`src/hdl/bdq_pkg.sv`:
```
// Shared types and constants for the bounded deque with indexed read.
// Holds action codes, controller states and the controller/datapath link structs.
// No dependencies.
`default_nettype none

package bdq_pkg;

  // Default sizing of the element store.
  localparam int unsigned DEF_CAPACITY      = 256;
  localparam int unsigned DEF_ELEMENT_WIDTH = 32;

  // Field widths fixed by the stream interface.
  localparam int unsigned ACTION_W  = 3;
  localparam int unsigned ELEM_W    = 32;
  localparam int unsigned POS_W     = 8;
  localparam int unsigned COUNT_W   = 9;
  localparam int unsigned IN_DATA_W = 48;
  localparam int unsigned OUT_DATA_W = 112;

  // Action codes; codes above the last one behave as no action.
  typedef enum logic [ACTION_W-1:0] {
    ACT_NONE     = 3'd0,
    ACT_INS_HEAD = 3'd1,
    ACT_INS_TAIL = 3'd2,
    ACT_REM_HEAD = 3'd3,
    ACT_REM_TAIL = 3'd4
  } action_t;

  // Controller states.
  typedef enum logic [2:0] {
    ST_IDLE,
    ST_EXEC,
    ST_RD_HEAD,
    ST_RD_TAIL,
    ST_RD_POS,
    ST_RD_LAST,
    ST_DONE
  } state_t;

  // Which queue position the store read port looks at.
  typedef enum logic [1:0] {
    RSEL_HEAD,
    RSEL_TAIL,
    RSEL_POS
  } rd_sel_t;

  // Commands from the controller to the datapath.
  typedef struct packed {
    logic    load_in;
    logic    exec;
    logic    rd_en;
    rd_sel_t rd_sel;
    logic    cap_head;
    logic    cap_tail;
    logic    cap_pos;
    logic    load_out;
  } dp_cmd_t;

  // Status from the datapath to the controller.
  typedef struct packed {
    logic out_free;
  } dp_status_t;

endpackage

`default_nettype wire

```
`src/hdl/bdq_ctrl.sv`:
```
// Controller state machine for the bounded deque.
// Sequences update, three store reads and result hand-off; depends on bdq_pkg.
`default_nettype none

module bdq_ctrl
  import bdq_pkg::*;
(
  input  wire logic       clk,
  input  wire logic       rst,
  input  wire logic       in_valid,
  output logic            in_ready,
  input  wire dp_status_t status,
  output dp_cmd_t         cmd
);

  state_t state;
  state_t state_next;

  // State register.
  always_ff @(posedge clk) begin
    if (rst) begin
      state <= ST_IDLE;
    end else begin
      state <= state_next;
    end
  end

  // Next-state logic.
  always_comb begin
    state_next = state;
    unique case (state)
      ST_IDLE:    if (in_valid) state_next = ST_EXEC;
      ST_EXEC:    state_next = ST_RD_HEAD;
      ST_RD_HEAD: state_next = ST_RD_TAIL;
      ST_RD_TAIL: state_next = ST_RD_POS;
      ST_RD_POS:  state_next = ST_RD_LAST;
      ST_RD_LAST: state_next = ST_DONE;
      ST_DONE:    if (status.out_free) state_next = ST_IDLE;
      default:    state_next = ST_IDLE;
    endcase
  end

  // Output decode.
  always_comb begin
    cmd      = '0;
    cmd.rd_sel = RSEL_HEAD;
    in_ready = 1'b0;
    unique case (state)
      ST_IDLE: begin
        in_ready    = 1'b1;
        cmd.load_in = in_valid;
      end
      ST_EXEC: begin
        cmd.exec = 1'b1;
      end
      ST_RD_HEAD: begin
        cmd.rd_en  = 1'b1;
        cmd.rd_sel = RSEL_HEAD;
      end
      ST_RD_TAIL: begin
        cmd.rd_en    = 1'b1;
        cmd.rd_sel   = RSEL_TAIL;
        cmd.cap_head = 1'b1;
      end
      ST_RD_POS: begin
        cmd.rd_en    = 1'b1;
        cmd.rd_sel   = RSEL_POS;
        cmd.cap_tail = 1'b1;
      end
      ST_RD_LAST: begin
        cmd.cap_pos = 1'b1;
      end
      ST_DONE: begin
        cmd.load_out = status.out_free;
      end
      default: begin
        cmd = '0;
      end
    endcase
  end

endmodule

`default_nettype wire

```
`config.mk`:
```
export PLATFORM = sky130hd
export DESIGN_NAME = bdq_ctrl
export DESIGN_NICKNAME = d
export VERILOG_FILES = /design/src/hdl/bdq_pkg.sv /design/src/hdl/bdq_ctrl.sv
export SDC_FILE = /design/constraint.sdc
export NUM_CORES = 1
export LEC_CHECK = 0
export ABC_CLOCK_PERIOD_IN_PS = 1600
export BUFFER_PORTS_ARGS = -buffer_cell sky130_fd_sc_hd__buf_2
export CAP_MARGIN = 30
export CORE_AREA = 2 2 39 41
export DETAILED_ROUTE_END_ITERATION = 12
export DIE_AREA = 0 0 41 43
export SETUP_SLACK_MARGIN = 0.15
export SLEW_MARGIN = 20
export SYNTH_ARGS = -nofsm -noshare
export SYNTH_HDL_FRONTEND = slang
export SYNTH_SLANG_ARGS = --single-unit
```
`constraint.sdc`:
```
create_clock -name clk -period 1.6 [get_ports clk]
set_input_delay 0.4 -clock clk [delete_from_list [all_inputs] [get_ports clk]]
set_output_delay 0.4 -clock clk [all_outputs]
set_load 0.05 [all_outputs]
```
After elaboration in Yosys (flattened, before gate mapping)
Index checks and enable logic that the tools add are counted.
{"block": "word_totals", "output_inout_bits": 10, "in_bits": 4, "elab_cells": 22, "reg_bits": 3}
{"block": "classes", "reduce_logical": 2, "muxes": 11, "n_eq_ne": 8}
{"cell": "$pmux W3 S7", "count": 1}
{"cell": "$eq A3 B3 Y1 const B", "count": 3}
{"cell": "$pmux W3 S3", "count": 1}
{"cell": "$mux W1", "count": 7}
{"cell": "$eq A3 B2 Y1 const B", "count": 2}
{"cell": "$mux W3", "count": 2}
{"cell": "$ne A2 B2 Y1 const B", "count": 2}
{"cell": "$eq A3 B1 Y1 const B", "count": 1}
{"cell": "$logic_not A3 Y1", "count": 1}
{"cell": "$reduce_and A2 Y1", "count": 1}

Logic depth before layout (Yosys ltp)
{"block": "logic_depth", "word_depth": 3, "depth_mapped": 4, "ltp_nobuf": 3}

Worst setup path after synthesis
OpenSTA, ideal clock, no wires.
{"block": "synth_timing", "path_type": "reg-to-output", "from": "register state[0]", "to": "output port cmd[7] (netlist name)", "arrival_ps": 1690, "n_path_buf": 1, "path_stages_with_launch": 3, "path_slack_ps": -490, "cell_sequence": "dfxtp_1 clkbuf_2 nor3b_1"}
{"element": "start, declared", "line": "bdq_ctrl.sv:16", "source": "state_t state;"}
{"element": "start signal, assigned", "line": "bdq_ctrl.sv:24", "source": "state <= state_next;"}
{"element": "end, declared", "line": "bdq_ctrl.sv:13", "source": "output dp_cmd_t cmd"}

==> flow_summary.toml <==
[critical_path]
critPathCaptureType = "output pin"
start_kind = "register"
ff2ff_path_depth = 6
ff2ff_setup_slack_ps = 300
worstReg2RegStart = "state[2]"
criticalPathCategory = "register to output pin"
cp_num_buf_inv = 2
reg2reg_to = "state[2]"
slowest_stage = "dfxtp_4"
crit_path_cell_trace = "inv_4 -> nor3_4 -> a21o_4 -> buf_8"
cp_max_fo = 5
required_ps = 1200
cp_data_arrival_time_ps = 1160
crit_family = "flip-flops"
slowest_delay_ps = 390

[yosys]
synth.most_common_cell = "dfxtp_1"
synth_top_area_share_pct = 25.0
synth_edf_count = 0
avgSynthCellArea_um2 = 8.90
async_flop_share_pct = 0
synth_nets = 31
synth-seq-cells = 3
synth_top_cell_by_area = "dfxtp_1"
yosysSeqAreaShare_pct = 25.0
netlist_area_um2 = 240
yosysUniqueCellTypes = 20
ys_warn_count = 0
synth_ff_type = "dfxtp_1"
synth.area.top_cells = "dfxtp_1 (25%), buf_6 (9.4%), and3b_2 (8.3%), nor3_4 (6.8%), a2111oi_2 (6.3%)"
netlist_instances = 27

[floorplan]
die_w_um = 41
die_h_um = 43
io_pins = 14
core_area_um2 = 1380
rows = 14
initial_core_util_pct = 17.4
dieArea_um2 = 1760

[clock_network]
root_buffer = "clkbuf_4"
cts_tree = "built"
clk_latency_ps = 240
clkTransAtPathRegs_ps = 40
ctsHoldBuffers = 0
clock-sinks = 3
cts_inserted_buffers = 3
cts_max_level = 1
clock_tree.buffer_depth = 2

[global_route]
grt_use_total_pct = 9.65
grt_pass1_vias = 249
use_met3_pct = 4.71
grt_start_max_net_pins = 11
grt_util_met2_pct = 14.4
met1_usage_pct = 11.3
grt-busiest-layer = "met2"
grt_overflow = 0
antenna_found_initial = 0
grt_pass1_wl_um = 1110

[detailed_routing]
vias_per_cell = 4.22
wl_per_cell_um = 10.7
drt_wl_total_um = 675
drt_iter0_drc = 2
via_count = 266
drc = 0
final_antenna_net_count = 0
first_pass_iters = 4

[hold_path]
worstHoldPathType = "input port to register"
holdPathStages = 2
min_to = "state[1]"
hp-start = "rst"

[cells_and_area]
regMostFlops = "state"
n_fill_cell = 142
nNetsFinal = 52
area_growth_pct = 99.5
multi_input_area_um2 = 168
seq_area_um2 = 71.3
post-route-util_pct = 34.6
reg_top3 = "state x3"
num_antenna_cells = 0
largest_reg_flops = 3
drive_gt1_share_pct = 78.7

[power]
p_per_area_nw_per_um2 = 843
sequentialPowerShare_pct = 24.5
vdd_ir_drop_max_mv = 0.327
p_sw_mw = 0.153
intPower_mw = 0.251
switching_share_pct = 37.9
combPwrFrac_pct = 41.7
total_power_mw = 0.404
clockPowerShare_pct = 33.7
leakage_nw = 0.215

[timing]
fin_ws_ps = 43.8
tightestPinTransition_ps = 245
max-slew-margin-rel_pct = 83.7
drv_slew = 0
finalSetupViolCount = 0
skew_ps = 0.640
fin_crit_ps = 1560
rsz0062_at_grt = "true"
hold_viol_final = 0
clock.fmax_mhz = 643
finalCritPeriodShare_pct = 97.3

[place]
pre_cts_ws_ps = 112
dp_hpwl_um = 411
io_buffer_count = 13
place_congestion = 0.665

[run_status]
status = "complete, no violations"

[job]
cap_violations = 0
logic make-up after synthesis:
kind of cell / count (synthesis) / share of synthesized area, %
flip-flops: 3 / 25.0
AND/OR/NAND/NOR: 14 / 43.2
buffers and inverters: 5 / 16.1
AO/OA/AOI/OAI: 5 / 15.6
per-stage QoR:
stage	setup TNS, ps	hold WS, ps	instances	cell area [µm²]
floorplan	-169	469	27	277
global placement	0	573	55	337
detailed placement	0	595	55	337
CTS	0	346	61	452
global route	0	356	63	479
finish	0	355	63	479
worst register-to-register path, cell delays in order (launching register included):
cell,delay (ps)
dfxtp_4,390
buf_6,140
and3b_2,220
buf_4,130
buf_4,120
a21oi_1,140
nor2_1,50
timing repair:
action	CTS	global route
buffers inserted	2	2
setup endpoints to repair	10	10
hold endpoints to repair	0	0
cloned	0	0
pin swaps	0	4
gates resized for setup	26	5
area by class of cell:
cell class,count,area share [%]
clock buffer,4,5.48
sequential,3,14.9
tap,16,4.18
timing repair buffer,20,39.2
multi-input combinational,19,35.0
inverter,1,1.31
power groups by stage:
| stage | registers (mW) | clock network, mW | logic, mW |
|---|---|---|---|
| floorplan | 0.0854 | 0 | 0.123 |
| global placement | 0.0998 | 0 | 0.126 |
| detailed placement | 0.100 | 0 | 0.127 |
| CTS | 0.0981 | 0.143 | 0.156 |
| global route | 0.101 | 0.148 | 0.177 |
| finish | 0.0991 | 0.136 | 0.169 |
cells in the final DEF (no fill, tap or decap):
cell / count
clkbuf_4: 3
nor3_1: 1
a2111oi_2: 1
nor2_2: 1
o21ai_0: 1
nor3b_2: 1
nor3_4: 2
nor2_1: 1
dfxtp_4: 3
nand2b_1: 1
buf_8: 3
buf_2: 3
clkbuf_1: 1
and2_4: 1
and4b_1: 1
a21oi_1: 2
nand3b_1: 1
nand2_2: 1
a21o_4: 1
and3b_2: 2
buf_4: 8
inv_4: 1
nand2_1: 1
buf_6: 6
per-layer routing:
metal / wire, µm / vias to the layer above
li1: - / 133
met1: 249 / 121
met2: 369 / 9
met3: 46 / 3
met4: 10 / 0
met5: 0 / -
worst max path at each step:
stage	start	endpoint	depth (start not counted)
after global routing	state[2]	cmd[6]	4
after CTS	state[2]	cmd[3]	3
after global placement	state[0]	cmd[3]	2
after detailed placement	state[1]	cmd[3]	2
final	state[2]	cmd[6]	4
after floorplan	state[0]	cmd[8]	3
Power figures use the tool's default switching activity.
